==> src/design/assert_macros.svh <==
// Assertion macros shared by the vertex welding design.
// Every check samples on clk and is disabled while rst_n is low.
`ifndef ASSERT_MACROS_SVH
`define ASSERT_MACROS_SVH

`define SHVD_ASSERT(label, prop, msg) \
  label: assert property (@(posedge clk) disable iff (!rst_n) prop) else $error(msg);

`endif

==> src/design/shvd_pkg.sv <==
// Package for the spatial hash vertex welding block.
// Holds field widths, configuration defaults, register codes and shared types.
package shvd_pkg;
  localparam int POS_W         = 24;
  localparam int NORM_W        = 16;
  localparam int SCALE_W       = 24;
  localparam int TOL_W         = 48;
  localparam int IDX_OUT_W     = 14;
  localparam int DEF_GRID_DIM  = 32;
  localparam int DEF_MAX_VERTS = 16384;
  localparam int CFG_DATA_W    = 64;
  localparam int CFG_ADDR_W    = 6;

  typedef enum logic [2:0] {
    REG_MIN_X   = 3'd0,
    REG_MIN_Y   = 3'd1,
    REG_MIN_Z   = 3'd2,
    REG_SCALE_X = 3'd3,
    REG_SCALE_Y = 3'd4,
    REG_SCALE_Z = 3'd5,
    REG_TOL     = 3'd6
  } reg_idx_t;

  typedef struct packed {
    logic signed [POS_W-1:0] min_x;
    logic signed [POS_W-1:0] min_y;
    logic signed [POS_W-1:0] min_z;
    logic [SCALE_W-1:0]      scale_x;
    logic [SCALE_W-1:0]      scale_y;
    logic [SCALE_W-1:0]      scale_z;
    logic [TOL_W-1:0]        tol;
  } shvd_cfg_t;

  typedef struct packed {
    logic signed [POS_W-1:0] x;
    logic signed [POS_W-1:0] y;
    logic signed [POS_W-1:0] z;
  } pos3_t;
endpackage

==> src/design/shvd_dist.sv <==
// Squared distance unit: registered per-axis squares, then sum and compare.
// Depends on shvd_pkg for the position type and tolerance width.
module shvd_dist import shvd_pkg::*; (
  input  logic             clk,
  input  logic             en,
  input  pos3_t            p,
  input  pos3_t            s,
  input  logic [TOL_W-1:0] tol,
  output logic             match
);
  localparam int DW = POS_W + 1;
  localparam int SW = 2 * DW;

  logic signed [DW-1:0] dx, dy, dz;
  logic signed [SW-1:0] qx, qy, qz;
  logic [SW-1:0]        sqx_r, sqy_r, sqz_r;
  logic [SW+1:0]        sum;

  assign dx = DW'(p.x) - DW'(s.x);
  assign dy = DW'(p.y) - DW'(s.y);
  assign dz = DW'(p.z) - DW'(s.z);
  assign qx = dx * dx;
  assign qy = dy * dy;
  assign qz = dz * dz;

  always_ff @(posedge clk) begin
    if (en) begin
      sqx_r <= qx;
      sqy_r <= qy;
      sqz_r <= qz;
    end
  end

  assign sum   = (SW+2)'(sqx_r) + (SW+2)'(sqy_r) + (SW+2)'(sqz_r);
  assign match = sum <= (SW+2)'(tol);
endmodule

==> config.mk <==
export PLATFORM = sky130hd
export DESIGN_NAME = shvd_dist
export DESIGN_NICKNAME = d
export VERILOG_FILES = /design/src/design/assert_macros.svh /design/src/design/shvd_pkg.sv /design/src/design/shvd_dist.sv
export SDC_FILE = /design/constraint.sdc
export NUM_CORES = 2
export LEC_CHECK = 0
export ABC_AREA = 0
export BUFFER_PORTS_ARGS = -buffer_cell sky130_fd_sc_hd__buf_2
export CAP_MARGIN = 30
export CORE_ASPECT_RATIO = 1.5
export CORE_MARGIN = 1.5
export CORE_UTILIZATION = 67
export CTS_CLUSTER_DIAMETER = 80
export DETAILED_ROUTE_END_ITERATION = 12
export PLACE_DENSITY_LB_ADDON = 0.3
export SETUP_SLACK_MARGIN = 0.15
export SYNTH_ARGS = -nofsm -noshare
export SYNTH_HDL_FRONTEND = slang
export SYNTH_SLANG_ARGS = --single-unit
==> constraint.sdc <==
create_clock -name clk -period 10.7 [get_ports clk]
set_input_delay 1.07 -clock clk [delete_from_list [all_inputs] [get_ports clk]]
set_output_delay 1.07 -clock clk [all_outputs]
set_load 0.01 [all_outputs]
-- Yosys cells after proc, flatten, opt, wreduce, memory -nomap -nowiden
Index checks and enable logic that the tools add are counted.
- word-level logic and storage cells: 12
- register bits after elaboration: 150
- bits of input ports: 194
- add/sub/neg operators: 5
- magnitude comparators: 1
- multiply operators: 3
- operators with widths (cell ; number):
    25-bit by 25-bit multiplier with 50-bit output ; 3
    24-bit by 24-bit subtractor with 25-bit output ; 3
    51-bit by 50-bit adder with 52-bit output ; 1
    52-bit by 48-bit <= comparator with 1-bit output ; 1
    50-bit by 50-bit adder with 51-bit output ; 1

-- Longest topological paths before layout
- depth after elaboration: 3
- mapped depth: 42
- mapped depth without buffers: 40

-- Worst setup path after synthesis
OpenSTA, ideal clock, no wires.
- kind: input port to flip-flop
- start: input port p[24] in the netlist's numbering
- end: register sqy_r[46], data pin
- data arrival time: 9.615 ns
- library setup time: 0.263 ns
- cell stages on the path: 38
- slack: 0.822 ns
- cell sequence: inv_1 -> ha_1 -> inv_1 -> fa_1 -> a21o_1 -> a21oi_2 -> o21a_1 -> o21ai_1 -> a2111oi_0 -> nor3_1 -> nand2_1 -> a31o_2 -> buf_2 -> inv_1 -> buf_2 -> buf_2 -> nor2_1 -> fa_1 -> [... 2 more ...] -> fa_1 -> inv_1 -> fa_1 -> fa_1 -> fa_1 -> fa_1 -> ha_1 -> clkbuf_1 -> a21o_1 -> a21o_1 -> a21oi_1 -> nor2b_1 -> o21ai_0 -> nand2b_1 -> a21o_1 -> a31o_2 -> a21oi_1 -> xnor2_1
- longest elaborated chain between the ends: 2
- ends and longest elaborated chain (item ; RTL line ; RTL):
    start: declaration ; shvd_dist.sv:6 ; input pos3_t p,
    24-bit by 24-bit subtractor with 25-bit output ; shvd_dist.sv:20 ; assign dy = DW'(p.y) - DW'(s.y);
    25-bit by 25-bit multiplier with 50-bit output ; shvd_dist.sv:23 ; assign qy = dy * dy;
    net qy[46] ; shvd_dist.sv:15 ; logic signed [SW-1:0] qx, qy, qz;
    end signal: assignment ; shvd_dist.sv:29 ; sqy_r <= qy;
    end: declaration ; shvd_dist.sv:16 ; logic [SW-1:0] sqx_r, sqy_r, sqz_r;
The timed path passes the listed nets, and every way through them passes these cells.
A chain may end at the register's enable or synchronous reset.

-- Worst setup path after layout
- start: input port p[24] in the netlist's numbering
- end: register sqy_r[47], data pin
The elaborated chain is that of the path after synthesis.

==> summary.md <==
| Metric | Value |
|---|---|
| Status | completed |
| Register area | 4410 um^2 |
| Critical path fanouts, max | 17 |
| Num CTS Buffers | 17 |
| Register area share after synthesis | 6.07% |
| Post-Layout Cell Count | 9253 |
| H-tree depth | 4 |
| Total of warnings raised by yosys | 0 |
| Mapped Avg Cell Area | 9.58 um^2 |
| Maximum clock path buffer count | 2 |
| GR Util All Layers | 38.7% |
| Mux contribution to synthesized area | 0.102% |
| Placed inst area | 76300 um^2 |
| Slew HR | 34.2% |
| Slew @ Worst Pin | 0.980 ns |
| Fillers | 8187 |
| Met2 wire length | 104 mm |
| Reg clk slew, reported paths | 0.08 ns |
| Startpoint types | primary input |
| Worst stage delay on the critical path | 0.59 ns |
| 1st-pass router iterations | 9 |
| Crit path max-delay cell type | fa_1 |
| Cts hold-fix bufs | 0 |
| Compound-Gate Fraction of Synth Area | 7.10% |
| Wire length on met3 | 13.2 mm |
| Root buffer cell | clkbuf_16 |
| Post-synthesis xor/xnor area fraction | 3.56% |
| Final wirelength | 202 mm |
| DR WL/cell | 21.8 um |
| Vias in the first global route | 60900 |
| Final setup fails | 0 |
| Seq cells post-synth | 147 |
| Grt total ovfl | 0 |
| Final Max Tran Viols | 0 |
| Max Cap Violations | 0 |
| DIE AREA | 111000 um^2 |
| Buffer and inverter count on the worst path | 11 |
| Core Area | 107000 um^2 |
| Initial DRC count | 3498 |
| Net count, final | 10500 |
| Design area | 77100 um^2 |
| First-pass GRT wire length | 322 mm |
| Crit end category | flop |
| Required time of the critical path | 10.91 ns |
| Fraction of layout cells with a size suffix above 1 | 6.45% |
| Synthesis-to-layout area growth | 5.98% |
| Post-synthesis adder-cell area fraction | 62.0% |
| Largest net degree at the start of global routing | 75 |
| Fin worst setup slack | 0.571 ns |
| Top FF cell, synth | edfxtp_1 |
| Crit path time final | 10.13 ns |
| Final Hold Viols | 0 |
| Count of input and output buffers | 194 |
| Vias per cell | 5.78 |
| Post-Synthesis Cells | 7586 |
| Final period util | 94.7% |
| Row cnt | 147 |
| Hpwl dp | 174 mm |
| Largest family of logic cells by synthesized area | adder cells |
| Final Wtd Congestion | 1.03 |
| Vias | 53500 |
| DP Worst Slack | -0.0403 ns |
| CTS tree | built |
| Yosys cell types | 87 |
| Post-synth EDFFs | 147 |
| # DRC | 0 |
| CP Class | primary input to flop |
| Synth async-reset ratio | 0% |
| Placed cell count | 9215 |
| DR top layer | met4 |
| Simple-gate share of the synthesized area | 9.22% |
| Initial antenna violation count | 5 |
| Routed Antenna Nets | 0 |
| Multi-input gate area | 59700 um^2 |
| Met1 WL | 67.7 mm |
| CTS sink count | 147 |
| Die Ht | 406 um |
| CP arrival | 10.34 ns |
| HP Class | primary input to flop |
| Initial Util | 67.8% |
| Die Span X | 272 um |
| I/O pin total | 195 |
| RSZ-0062 raised after global routing | yes |
| Mapped cell area | 72700 um^2 |
| Achievable Freq | 98.7 MHz |
| Post-route setup TNS | 0 ns |
| Delay-heaviest family, CP | adder cells |
## metal layers
metal / GRT usage (%) / vias to the layer above
li1: - / 23100
met1: 43.5 / 27300
met2: 68.8 / 2199
met3: 5.27 / 828
met4: 25.8 / 0
met5: 0 / -
## area by class of cell
class | instances | share of cell area [%]
multi-input combinational | 5142 | 77.5
inverter | 2105 | 10.3
sequential | 147 | 5.73
timing repair buffer | 409 | 3.40
tap | 1415 | 2.30
clock buffer | 17 | 0.552
clock inverter | 15 | 0.255
antenna | 3 | 0.00974
## timing repair
item,in CTS,in global routing
endpoints found under the setup margin,0,22
setup buffers,0,3
gates resized for setup,0,17
## cells in the final DEF (no fill, tap or decap), types with 41 or more instances in the layout
master,n
nand2b_1,44
a21o_1,159
nor2_1,588
xor2_1,94
inv_1,2082
nand3_1,41
ha_1,607
nand2_1,658
a21oi_1,241
buf_2,193
o21ai_0,113
xnor2_1,188
buf_4,211
edfxtp_1,147
fa_1,1871
## sequential cells by signal, indices dropped and copies added (netlist names)
register,count
sqy_r,49
sqx_r,49
sqz_r,49
## path summary, 6_finish.rpt
kind	end	from	cells past startpoint
max	sqy_r[47]	p[24]	40
min	sqz_r[48]	en	1
## metrics by stage
step                utilization (%)  hold WS (ns)
global route                   71.9          1.18
floorplan                         -          1.18
finish                         71.9          1.16
CTS                            71.8          1.16
detailed placement             71.2          1.67
global placement               71.2          1.66
## cell families (layout without fill, tap and decap cells)
logic type,Yosys count,count (layout)
compound gates,786,786
xor+xnor,290,290
fa+ha+maj,2481,2481
buf+inv,2298,2546
flops,147,147
mux,7,7
other cells,2,6
simple gates,1575,1575
## cell usage after synthesis, types with 7 or more instances
library cell	n	area share [%]
or3_1	14	0.12
nand2_1	658	3.4
buf_1	15	0.077
nor4_1	8	0.069
nor2b_1	39	0.34
a211o_1	7	0.084
xor2_1	94	1.1
nor2_1	589	3.0
ha_1	607	10
xnor2_1	190	2.3
nand3_1	41	0.28
and2_1	36	0.31
edfxtp_1	147	6.1
or2_2	7	0.060
nand2b_1	44	0.38
a21oi_1	243	1.7
buf_2	21	0.14
nand4_1	39	0.34
a2111oi_0	7	0.084
o22ai_1	9	0.077
clkbuf_1	156	0.81
fa_1	1874	52
and4_1	14	0.17
inv_1	2083	11
o21ai_0	113	0.78
a21o_1	159	1.6
o31a_1	11	0.13
a31oi_1	23	0.20
o31ai_1	13	0.13
o21a_1	40	0.41
inv_2	12	0.062
a211oi_1	20	0.21
o211ai_1	22	0.23
a221o_1	8	0.11
o21bai_1	25	0.26
and3_1	26	0.22
nor3_1	40	0.28
o21ai_1	15	0.10
clkinv_1	10	0.052
Power is not shown: default switching activity piles up to over one toggle a cycle in this logic, so the estimate is an artifact.
