File: config.mk
export PLATFORM = sky130hd
export DESIGN_NAME = shvd_cfg
export DESIGN_NICKNAME = d
export VERILOG_FILES = /design/src/design/assert_macros.svh /design/src/design/shvd_pkg.sv /design/src/design/shvd_cfg.sv
export SDC_FILE = /design/constraint.sdc
export NUM_CORES = 1
export LEC_CHECK = 0
export BUFFER_PORTS_ARGS = -buffer_cell sky130_fd_sc_hd__buf_2
export CAP_MARGIN = 20
export CORE_UTILIZATION = 50
export CTS_CLUSTER_DIAMETER = 30
export DETAILED_ROUTE_END_ITERATION = 7
export GPL_TIMING_DRIVEN = 1
export PLACE_DENSITY = 0.81
export SETUP_SLACK_MARGIN = 0.1
export SLEW_MARGIN = 40
export SYNTH_ARGS = -nofsm -noshare
export SYNTH_HDL_FRONTEND = slang
export SYNTH_SLANG_ARGS = --single-unit
File: constraint.sdc
create_clock -name clk -period 2.3 [get_ports clk]
set_input_delay 0.46 -clock clk [delete_from_list [all_inputs] [get_ports clk]]
set_output_delay 0.46 -clock clk [all_outputs]
set_load 0.01 [all_outputs]
File: src/design/assert_macros.svh
// Assertion macros shared by the vertex welding design.
// Every check samples on clk and is disabled while rst_n is low.
`ifndef ASSERT_MACROS_SVH
`define ASSERT_MACROS_SVH

`define SHVD_ASSERT(label, prop, msg) \
  label: assert property (@(posedge clk) disable iff (!rst_n) prop) else $error(msg);

`endif

File: src/design/shvd_pkg.sv
// Package for the spatial hash vertex welding block.
// Holds field widths, configuration defaults, register codes and shared types.
package shvd_pkg;
  localparam int POS_W         = 24;
  localparam int NORM_W        = 16;
  localparam int SCALE_W       = 24;
  localparam int TOL_W         = 48;
  localparam int IDX_OUT_W     = 14;
  localparam int DEF_GRID_DIM  = 32;
  localparam int DEF_MAX_VERTS = 16384;
  localparam int CFG_DATA_W    = 64;
  localparam int CFG_ADDR_W    = 6;

  typedef enum logic [2:0] {
    REG_MIN_X   = 3'd0,
    REG_MIN_Y   = 3'd1,
    REG_MIN_Z   = 3'd2,
    REG_SCALE_X = 3'd3,
    REG_SCALE_Y = 3'd4,
    REG_SCALE_Z = 3'd5,
    REG_TOL     = 3'd6
  } reg_idx_t;

  typedef struct packed {
    logic signed [POS_W-1:0] min_x;
    logic signed [POS_W-1:0] min_y;
    logic signed [POS_W-1:0] min_z;
    logic [SCALE_W-1:0]      scale_x;
    logic [SCALE_W-1:0]      scale_y;
    logic [SCALE_W-1:0]      scale_z;
    logic [TOL_W-1:0]        tol;
  } shvd_cfg_t;

  typedef struct packed {
    logic signed [POS_W-1:0] x;
    logic signed [POS_W-1:0] y;
    logic signed [POS_W-1:0] z;
  } pos3_t;
endpackage

File: src/design/shvd_cfg.sv
// APB-style configuration registers of the vertex welding block.
// Depends on shvd_pkg for register codes and the configuration struct.
module shvd_cfg import shvd_pkg::*; (
  input  logic                  clk,
  input  logic                  rst_n,
  input  logic                  psel,
  input  logic                  penable,
  input  logic                  pwrite,
  input  logic [CFG_ADDR_W-1:0] paddr,
  input  logic [CFG_DATA_W-1:0] pwdata,
  output logic [CFG_DATA_W-1:0] prdata,
  output logic                  pready,
  output shvd_cfg_t             cfg
);
  shvd_cfg_t cfg_r, cfg_nxt;
  reg_idx_t  idx;

  assign idx    = reg_idx_t'(paddr[CFG_ADDR_W-1:3]);
  assign pready = 1'b1;
  assign cfg    = cfg_r;

  always_comb begin
    cfg_nxt = cfg_r;
    if (psel && penable && pwrite) begin
      unique case (idx)
        REG_MIN_X:   cfg_nxt.min_x   = pwdata[POS_W-1:0];
        REG_MIN_Y:   cfg_nxt.min_y   = pwdata[POS_W-1:0];
        REG_MIN_Z:   cfg_nxt.min_z   = pwdata[POS_W-1:0];
        REG_SCALE_X: cfg_nxt.scale_x = pwdata[SCALE_W-1:0];
        REG_SCALE_Y: cfg_nxt.scale_y = pwdata[SCALE_W-1:0];
        REG_SCALE_Z: cfg_nxt.scale_z = pwdata[SCALE_W-1:0];
        REG_TOL:     cfg_nxt.tol     = pwdata[TOL_W-1:0];
        default:     cfg_nxt = cfg_r;
      endcase
    end
  end

  always_comb begin
    prdata = '0;
    unique case (idx)
      REG_MIN_X:   prdata = CFG_DATA_W'(cfg_r.min_x);
      REG_MIN_Y:   prdata = CFG_DATA_W'(cfg_r.min_y);
      REG_MIN_Z:   prdata = CFG_DATA_W'(cfg_r.min_z);
      REG_SCALE_X: prdata = CFG_DATA_W'(cfg_r.scale_x);
      REG_SCALE_Y: prdata = CFG_DATA_W'(cfg_r.scale_y);
      REG_SCALE_Z: prdata = CFG_DATA_W'(cfg_r.scale_z);
      REG_TOL:     prdata = CFG_DATA_W'(cfg_r.tol);
      default:     prdata = '0;
    endcase
  end

  always_ff @(posedge clk) begin
    if (!rst_n) begin
      cfg_r <= '0;
    end else begin
      cfg_r <= cfg_nxt;
    end
  end
endmodule

* Word level (Yosys, flattened, before mapping) *
Index checks and enable logic that the tools add are counted.

word-level totals
  bits in registers = 192
  output and inout port bits = 257
  logic and storage cells = 24

cells by class
  equality and inequality tests = 6
  multiplexer cells = 1
  reduce and logical (&&, ||, !) cells = 10

operator list
  cell                count
  $pmux 64 s7         1
  $reduce_and 2->1    7
  $eq 3x3->1 const B  3
  $eq 3x2->1 const B  2
  $eq 3x1->1 const B  1
  $logic_not 3->1     1
  $logic_and 1x1->1   2

* Logic depth before layout (Yosys ltp) *
Gate-level depths: netlist of the first run.

  depth after elaboration = 3
  mapped depth = 6

* Least setup slack after synthesis of the first run *
Ideal clock, no wire load.

  kind = input to output
  start point = input paddr[4]
  end point = output prdata[24]
  arrival = 1.696 ns
  setup slack = 0.144 ns
  stages = 6
  path buffers = 3
  cell sequence = buf_4 -> mux2_2 -> a32o_1 -> buf_2 -> buf_2 -> a21o_1

on the way
  cells in the longest elaborated chain, start to end = 2

ends and longest elaborated chain
  item                                      RTL line        text
  from (decl)                               shvd_cfg.sv:9   input logic [CFG_ADDR_W-1:0] paddr,
  $eq 3x3->1, or another cell as far along  shvd_cfg.sv:40  unique case (idx)
  $pmux 64 s7 *                             shvd_cfg.sv:40
  to (decl)                                 shvd_cfg.sv:11  output logic [CFG_DATA_W-1:0] prdata,

Every way passes the cells marked *; elsewhere a longest branch is shown, timed or not.

* Final worst setup path of the first run *
  start point = register cfg_r, in the netlist cfg[143]
  end point = output prdata[24]

on the way
  cells in the longest elaborated chain, start to end = 1

ends and longest elaborated chain
  item                    RTL line        text
  from (decl)             shvd_cfg.sv:15  shvd_cfg_t cfg_r, cfg_nxt;
  from (signal assigned)  shvd_cfg.sv:56  cfg_r <= cfg_nxt;
  $pmux 64 s7             shvd_cfg.sv:40

No other way between the ends.

==> results of run 1 <==
## path summary, 6_finish.rpt
path / start / endpoint / slack (ns)
worst max-delay path: cfg[143]$_SDFFE_PN0P_ / prdata[24] / 0.11
worst min-delay path: pwdata[40] / cfg[40]$_SDFFE_PN0P_ / 0.25
worst max register to register: cfg[143]$_SDFFE_PN0P_ / cfg[143]$_SDFFE_PN0P_ / 1.59
worst min register to register: cfg[66]$_SDFFE_PN0P_ / cfg[66]$_SDFFE_PN0P_ / 0.47
## cells in the final DEF (no fill, tap or decap), types with 2 or more instances in the layout
cell type | Yosys | routed
sky130_fd_sc_hd__buf_2 | 14 | 308
sky130_fd_sc_hd__nand2_1 | 247 | 247
sky130_fd_sc_hd__mux2i_1 | 244 | 244
sky130_fd_sc_hd__dfxtp_1 | 192 | 190
sky130_fd_sc_hd__buf_4 | 30 | 25
sky130_fd_sc_hd__a21o_1 | 24 | 24
sky130_fd_sc_hd__clkbuf_16 | 0 | 18
sky130_fd_sc_hd__inv_1 | 17 | 17
sky130_fd_sc_hd__o221a_2 | 17 | 17
sky130_fd_sc_hd__buf_12 | 0 | 17
sky130_fd_sc_hd__mux2_2 | 13 | 13
sky130_fd_sc_hd__a32oi_1 | 12 | 12
sky130_fd_sc_hd__a221oi_1 | 17 | 11
sky130_fd_sc_hd__a221oi_2 | 0 | 6
sky130_fd_sc_hd__nand3_1 | 6 | 6
sky130_fd_sc_hd__nor2_4 | 2 | 5
sky130_fd_sc_hd__buf_6 | 7 | 4
sky130_fd_sc_hd__clkinvlp_4 | 0 | 3
sky130_fd_sc_hd__inv_6 | 0 | 3
sky130_fd_sc_hd__nand2b_1 | 2 | 2
sky130_fd_sc_hd__or3_2 | 0 | 2
sky130_fd_sc_hd__dfxtp_2 | 0 | 2
sky130_fd_sc_hd__clkinv_8 | 0 | 2
sky130_fd_sc_hd__inv_8 | 0 | 2
sky130_fd_sc_hd__clkinv_4 | 0 | 2
## worst max-delay path, stage by stage (launching register included)
cell                      delay (ns)
sky130_fd_sc_hd__dfxtp_2        0.32
sky130_fd_sc_hd__mux2_2         0.26
sky130_fd_sc_hd__a32o_2         0.25
sky130_fd_sc_hd__buf_12         0.17
sky130_fd_sc_hd__a21o_1         0.16
sky130_fd_sc_hd__buf_2          0.13
## power breakdown
group          switching (uW)  total, uW  internal [uW]
combinational             345        570            225
clock                    1400       2860           1460
sequential               19.9       3370           3350
## per-layer routing
layer  vias up  GRT usage  wire (um)
met5         -          0          0
met4         0      0.132        803
met3        57     0.0760       1960
met2       349      0.494      13200
met1      3701      0.337      10700
li1       3651          -          -
## layout make-up
type / instances / area (um2)
Multi-Input combinational cell: 600 / 4400
Clock buffer: 19 / 443
Inverter: 18 / 67.6
Fill cell: 1396 / 5860
Sequential cell: 192 / 3850
Timing Repair Buffer: 356 / 2150
Tap cell: 225 / 282
Clock inverter: 13 / 126
## cells by family after synthesis
family / count (synthesis) / share of synthesized area
AOI/OAI and AO/OA: 73 / 0.0747
buffers and inverters: 107 / 0.0667
and+or+nand+nor: 269 / 0.124
other: 1 / 0.000428
DFF: 192 / 0.439
muxes: 257 / 0.295
## per-stage QoR
stage | hold slack, ns | setup WS (ns) | cells | area, um2 | total power [uW]
3_5_place_dp | 0.460 | 0.0781 | 1388 | 10600 | 3990
4_1_cts | 0.248 | 0.0740 | 1420 | 11200 | 6820
6_report | 0.254 | 0.106 | 1423 | 11300 | 6800
5_1_grt | 0.256 | 0.0316 | 1423 | 11300 | 7000
2_1_floorplan | 0.488 | 0.144 | 899 | 8760 | 3750
3_3_place_gp | 0.451 | 0.0824 | 1388 | 10600 | 3990
## what timing repair did
item | CTS | global route
endpoints found under the hold margin | 0 | 0
gates resized for setup | 4 | 11
setup buffers | 0 | 2
cloned | 0 | 1
setup endpoints to repair | 27 | 36
==> out/results.ini, run 1 <==
[outcome]
run_status = complete, no violations

[worst_setup_path]
timing.critical_path.arrival_ns = 1.73
crit_path_max_fanout = 40
r2r_cells = 3
critPathCaptureType = output port
critical_path_required_ns = 1.84
worst_setup_path_start_kind = flop
setup.worst_path.class = reg2out

[cells_and_area]
antennaDiodeCount = 0
post-route-util = 0.659
nets = 1260
syn2layout_area_growth_pct = 29.2
layout-drive-gt1-share = 0.366
largest_register_ff_count = 192

[floorplanning]
die_area_mm2 = 0.0181
initial_util = 0.510
core_mm2 = 0.0172
dieWidth_um = 134
io_pins = 332
fp-row-count = 48
dieHeight_um = 134

[pwr]
vdd.ir_drop.worst_mv = 0.550
power.density_cell_area_mw_per_mm2 = 601
power_leakage_uw = 0.00558

[timing]
period_needed_ns = 2.19
skew_ns = 0
hold_viol_final = 0
post-route-period-util = 0.954
setup_violations = 0
rsz0062_at_grt = yes
maxClockFrequency_ghz = 0.456
setup_tns_ns = 0
final-max-slew-violation-count = 0

[global_route]
antenna_violations_before_repair = 0
largest_net_degree_at_the_start_of_global_routing = 52
grt_first_pass_wirelength_um = 39700
grt.total_usage = 0.289
via_count_of_the_first_global_routing_pass = 7186
grt_overflow = 0

[synth]
number_of_library_cell_types_mapped_by_synthesis = 30
syn_nets = 974
synthArstFlopShare = 0
synth.ff_latch_count = 192
synth_most_common_cell = sky130_fd_sc_hd__nand2_1
synth_top_cell_area_share = 0.439
synthTopCellsByArea = sky130_fd_sc_hd__dfxtp_1 44%, sky130_fd_sc_hd__mux2i_1 28%, sky130_fd_sc_hd__nand2_1 11%, sky130_fd_sc_hd__buf_4 2.6%, sky130_fd_sc_hd__o221a_2 2.2%
yosys_warning_count = 0
synthDominantAreaCellType = sky130_fd_sc_hd__dfxtp_1
netlist_area_mm2 = 0.00876
ys_top_cells_by_count = 247 x sky130_fd_sc_hd__nand2_1, 244 x sky130_fd_sc_hd__mux2i_1, 192 x sky130_fd_sc_hd__dfxtp_1, 37 x sky130_fd_sc_hd__clkbuf_1, 30 x sky130_fd_sc_hd__buf_4
synthesis.instances = 899
synth_enable_flop_cells = 0
synth_flop_cell = sky130_fd_sc_hd__dfxtp_1
ys_seq_area_frac = 0.439
mean_post_synth_cell_area_um2 = 9.75

[cts]
htree_levels = 4
post_cts_hold_buffer_count = 0
cts-buffers-inserted = 17
clock_latency_on_the_worst_skew_pair_ns = 0.44
clk_pin_slew_ns = 0.08
cts.path.max_buffers = 2
clock_tree_from_tritoncts = done
clk_sink_count = 192
root_buffer = sky130_fd_sc_hd__clkbuf_16

[drt]
detail_route.iter0.violations = 361
firstDrtPassIters = 5
route.detailed.vias_per_inst = 5.45
routedWlPerCell_um = 18.8
route.vias.total = 7758
totalWireLength_um = 26700
drt.antenna.violating_nets = 0
drc = 0

[place]
place.gp.congestion = 0.817
port_buffers = 311
detailedPlacementHpwl_um = 18500

[hold_path]
whs_path_depth = 3
hold_path_class = in2reg

[run]
maxCapViolCount = 0

No activity file was read; power rests on OpenSTA's default activity.
==> inputs of run 2 (changes only) <==
==> constraint.sdc (replaced) <==
create_clock -name clk -period 2.4 [get_ports clk]
set_input_delay 0.48 -clock clk [delete_from_list [all_inputs] [get_ports clk]]
set_output_delay 0.48 -clock clk [all_outputs]
set_load 0.01 [all_outputs]
==> run 2 against run 1 <==
  * Routed wire length shrank 1.0%
  * Register-to-register slack improved by 0.10 ns
  * Clock power up 2%
  * Critical path type is now in2out
  * Largest cell class unchanged
  * Final cell count is 0.14% higher
  * Die area unchanged
  * Largest power group unchanged
==> out/results.ini, run 2 (synthesized netlist as in run 1, its figures left out) <==
[outcome]
run_status = complete, no violations

[run]
maxCapViolCount = 0  ; unchanged

[pwr]
power_leakage_uw = 0.00556  ; -0.21%
power.density_cell_area_mw_per_mm2 = 593  ; -1.3%
report.power.total_uw = 6660  ; -2.0%
vdd.ir_drop.worst_mv = 0.464  ; -16%

[cts]
post_cts_hold_buffer_count = 0  ; unchanged
ctsResizeCount = 0  ; -4
cts_setup_buffers = 0  ; unchanged
cts.path.max_buffers = 2  ; unchanged
root_buffer = sky130_fd_sc_hd__clkbuf_16
htree_levels = 4  ; unchanged
cts-buffers-inserted = 17  ; unchanged
clk_pin_slew_ns = 0.07  ; about the same
clock_tree_from_tritoncts = done
clk_sink_count = 192  ; unchanged
clock_latency_on_the_worst_skew_pair_ns = 0.42  ; -0.02 ns

[drt]
route.vias.total = 7784  ; +0.34%
drc = 0  ; unchanged
drt.antenna.violating_nets = 0  ; unchanged
route.detailed.vias_per_inst = 5.46  ; +0.19%
totalWireLength_um = 26400  ; -1.0%
firstDrtPassIters = 5  ; unchanged
detail_route.iter0.violations = 478  ; +32%
routedWlPerCell_um = 18.5  ; -1.2%

[worst_setup_path]
path_cells = buf_4 > nand2b_1 > buf_4 > o221a_2 > a221oi_1 > buf_2
r2r_cells = 2  ; -1
reg2reg_to = cfg[124]$_SDFFE_PN0P_
crit_slowest_cell = sky130_fd_sc_hd__o221a_2
critical_path_most_common_cell = sky130_fd_sc_hd__buf_4
timing.critical_path.max_delay_family = buffers and inverters
crit_path_max_fanout = 11  ; -73%
timing.critical_path.arrival_ns = 1.78  ; +0.05 ns
setup.worst_path.class = in2out
critPathBufInv = 3  ; +1
critical_path_required_ns = 1.92  ; +0.08 ns
critical-path-max-stage-delay_ns = 0.28  ; -0.04 ns
regToRegSetupSlack_ns = 1.69  ; +0.10 ns
worst_setup_path_start_kind = primary input
crit-reg2reg-launch = cfg[124]$_SDFFE_PN0P_
critPathCaptureType = output port

[cells_and_area]
antennaDiodeCount = 0  ; unchanged
syn2layout_area_growth_pct = 28.3
nets = 1262  ; +0.16%
layout-drive-gt1-share = 0.359  ; -0.00644
layout.cells.most_common_list = 309 x sky130_fd_sc_hd__buf_2, 247 x sky130_fd_sc_hd__nand2_1, 244 x sky130_fd_sc_hd__mux2i_1
layout_commonest_cell = sky130_fd_sc_hd__buf_2
postLayoutCellArea_mm2 = 0.0112  ; -0.64%
largest_register_ff_count = 192  ; unchanged

[hold_path]
hold_path.startpoint = pwdata[33]
whs_path_depth = 3  ; unchanged
hold_path_class = in2reg
worst_hold_path.endpoint = cfg[33]$_SDFFE_PN0P_

[floorplanning]
die_area_mm2 = 0.0181  ; unchanged
core_mm2 = 0.0172  ; unchanged
io_pins = 332  ; unchanged
dieHeight_um = 134  ; unchanged
dieWidth_um = 134  ; unchanged
fp-row-count = 48  ; unchanged
initial_util = 0.510  ; unchanged

[timing]
hold_slack_ns = 0.296  ; +0.0424 ns
rsz0062_at_grt = yes
period_needed_ns = 2.26
final-max-slew-violation-count = 0  ; unchanged
setup_violations = 0  ; unchanged
post-route-period-util = 0.940
hold_viol_final = 0  ; unchanged
skew_ns = 0  ; unchanged
fin_ws_ns = 0.143  ; +0.0371 ns
setup_tns_ns = 0  ; unchanged
maxClockFrequency_ghz = 0.443

[global_route]
via_count_of_the_first_global_routing_pass = 7293  ; +1.5%
largest_net_degree_at_the_start_of_global_routing = 46  ; -12%
grt_first_pass_wirelength_um = 39500  ; -0.47%
grt_overflow = 0  ; unchanged
antenna_violations_before_repair = 1  ; +1
grt.total_usage = 0.286  ; -0.00245

[place]
dp_worst_setup_slack_ns = 0.169  ; +0.0907 ns
port_buffers = 311  ; unchanged
place.gp.congestion = 0.823  ; +0.69%
placement.cell_area_mm2 = 0.0106  ; -0.12%
detailedPlacementHpwl_um = 18600  ; +0.40%

## run 2: cell count changes in the layout (fill, tap and decap cells not counted), moves of 2 or more
cell and change:
sky130_fd_sc_hd__bufinv_16 +2, sky130_fd_sc_hd__clkinvlp_4 -2, sky130_fd_sc_hd__dfxtp_2 -2, sky130_fd_sc_hd__buf_6 -3, sky130_fd_sc_hd__buf_12 -4, sky130_fd_sc_hd__dfxtp_1 +2
sky130_fd_sc_hd__buf_4 +10, sky130_fd_sc_hd__a221oi_1 +6, sky130_fd_sc_hd__a221oi_2 -6, sky130_fd_sc_hd__inv_8 -2
## run 2: worst reg2reg max path: cells and delay by family (launching register included)
kind,cells,cell delay [ns]
flip-flops,1,0.37
multiplexers,1,0.17
AND/OR/NAND/NOR,1,0.09
## run 2: power breakdown
group | switching, uW | leakage [uW] | internal [uW]
registers | 19.1 | 0.00155 | 3210
logic | 322 | 0.00372 | 208
clock network | 1280 | 0.000294 | 1620
## run 2: metrics by stage
| stage | std cells | util |
|---|---|---|
| 2_1_floorplan | 899 | - |
| 3_3_place_gp | 1393 | 0.619 |
| 3_5_place_dp | 1393 | 0.619 |
| 4_1_cts | 1425 | 0.655 |
| 5_1_grt | 1425 | 0.655 |
| 6_report | 1425 | 0.655 |
## run 2: cell type report
type	count	area [um2]
Multi-Input combinational cell	600	4360
Tap cell	225	282
Fill cell	1403	5930
Clock inverter	11	149
Inverter	18	67.6
Timing Repair Buffer	358	2080
Clock buffer	21	460
Sequential cell	192	3840
## run 2: worst max-delay path by stage
stage,end,depth (start not counted),from
6_report,prdata[15],6,paddr[4]
5_1_grt,prdata[47],5,cfg[191]$_SDFFE_PN0P_
4_1_cts,prdata[39],5,cfg[191]$_SDFFE_PN0P_
3_5_place_dp,prdata[15],6,paddr[4]
3_3_place_gp,prdata[1],6,paddr[4]
2_1_floorplan,prdata[24],6,paddr[4]
## run 2: routing by layer
layer,vias up,global-route usage,part of all wire
li1,3657,-,-
met1,3725,0.333,0.41
met2,349,0.497,0.49
met3,51,0.0711,0.071
met4,2,0.127,0.027
met5,-,0,0.00049
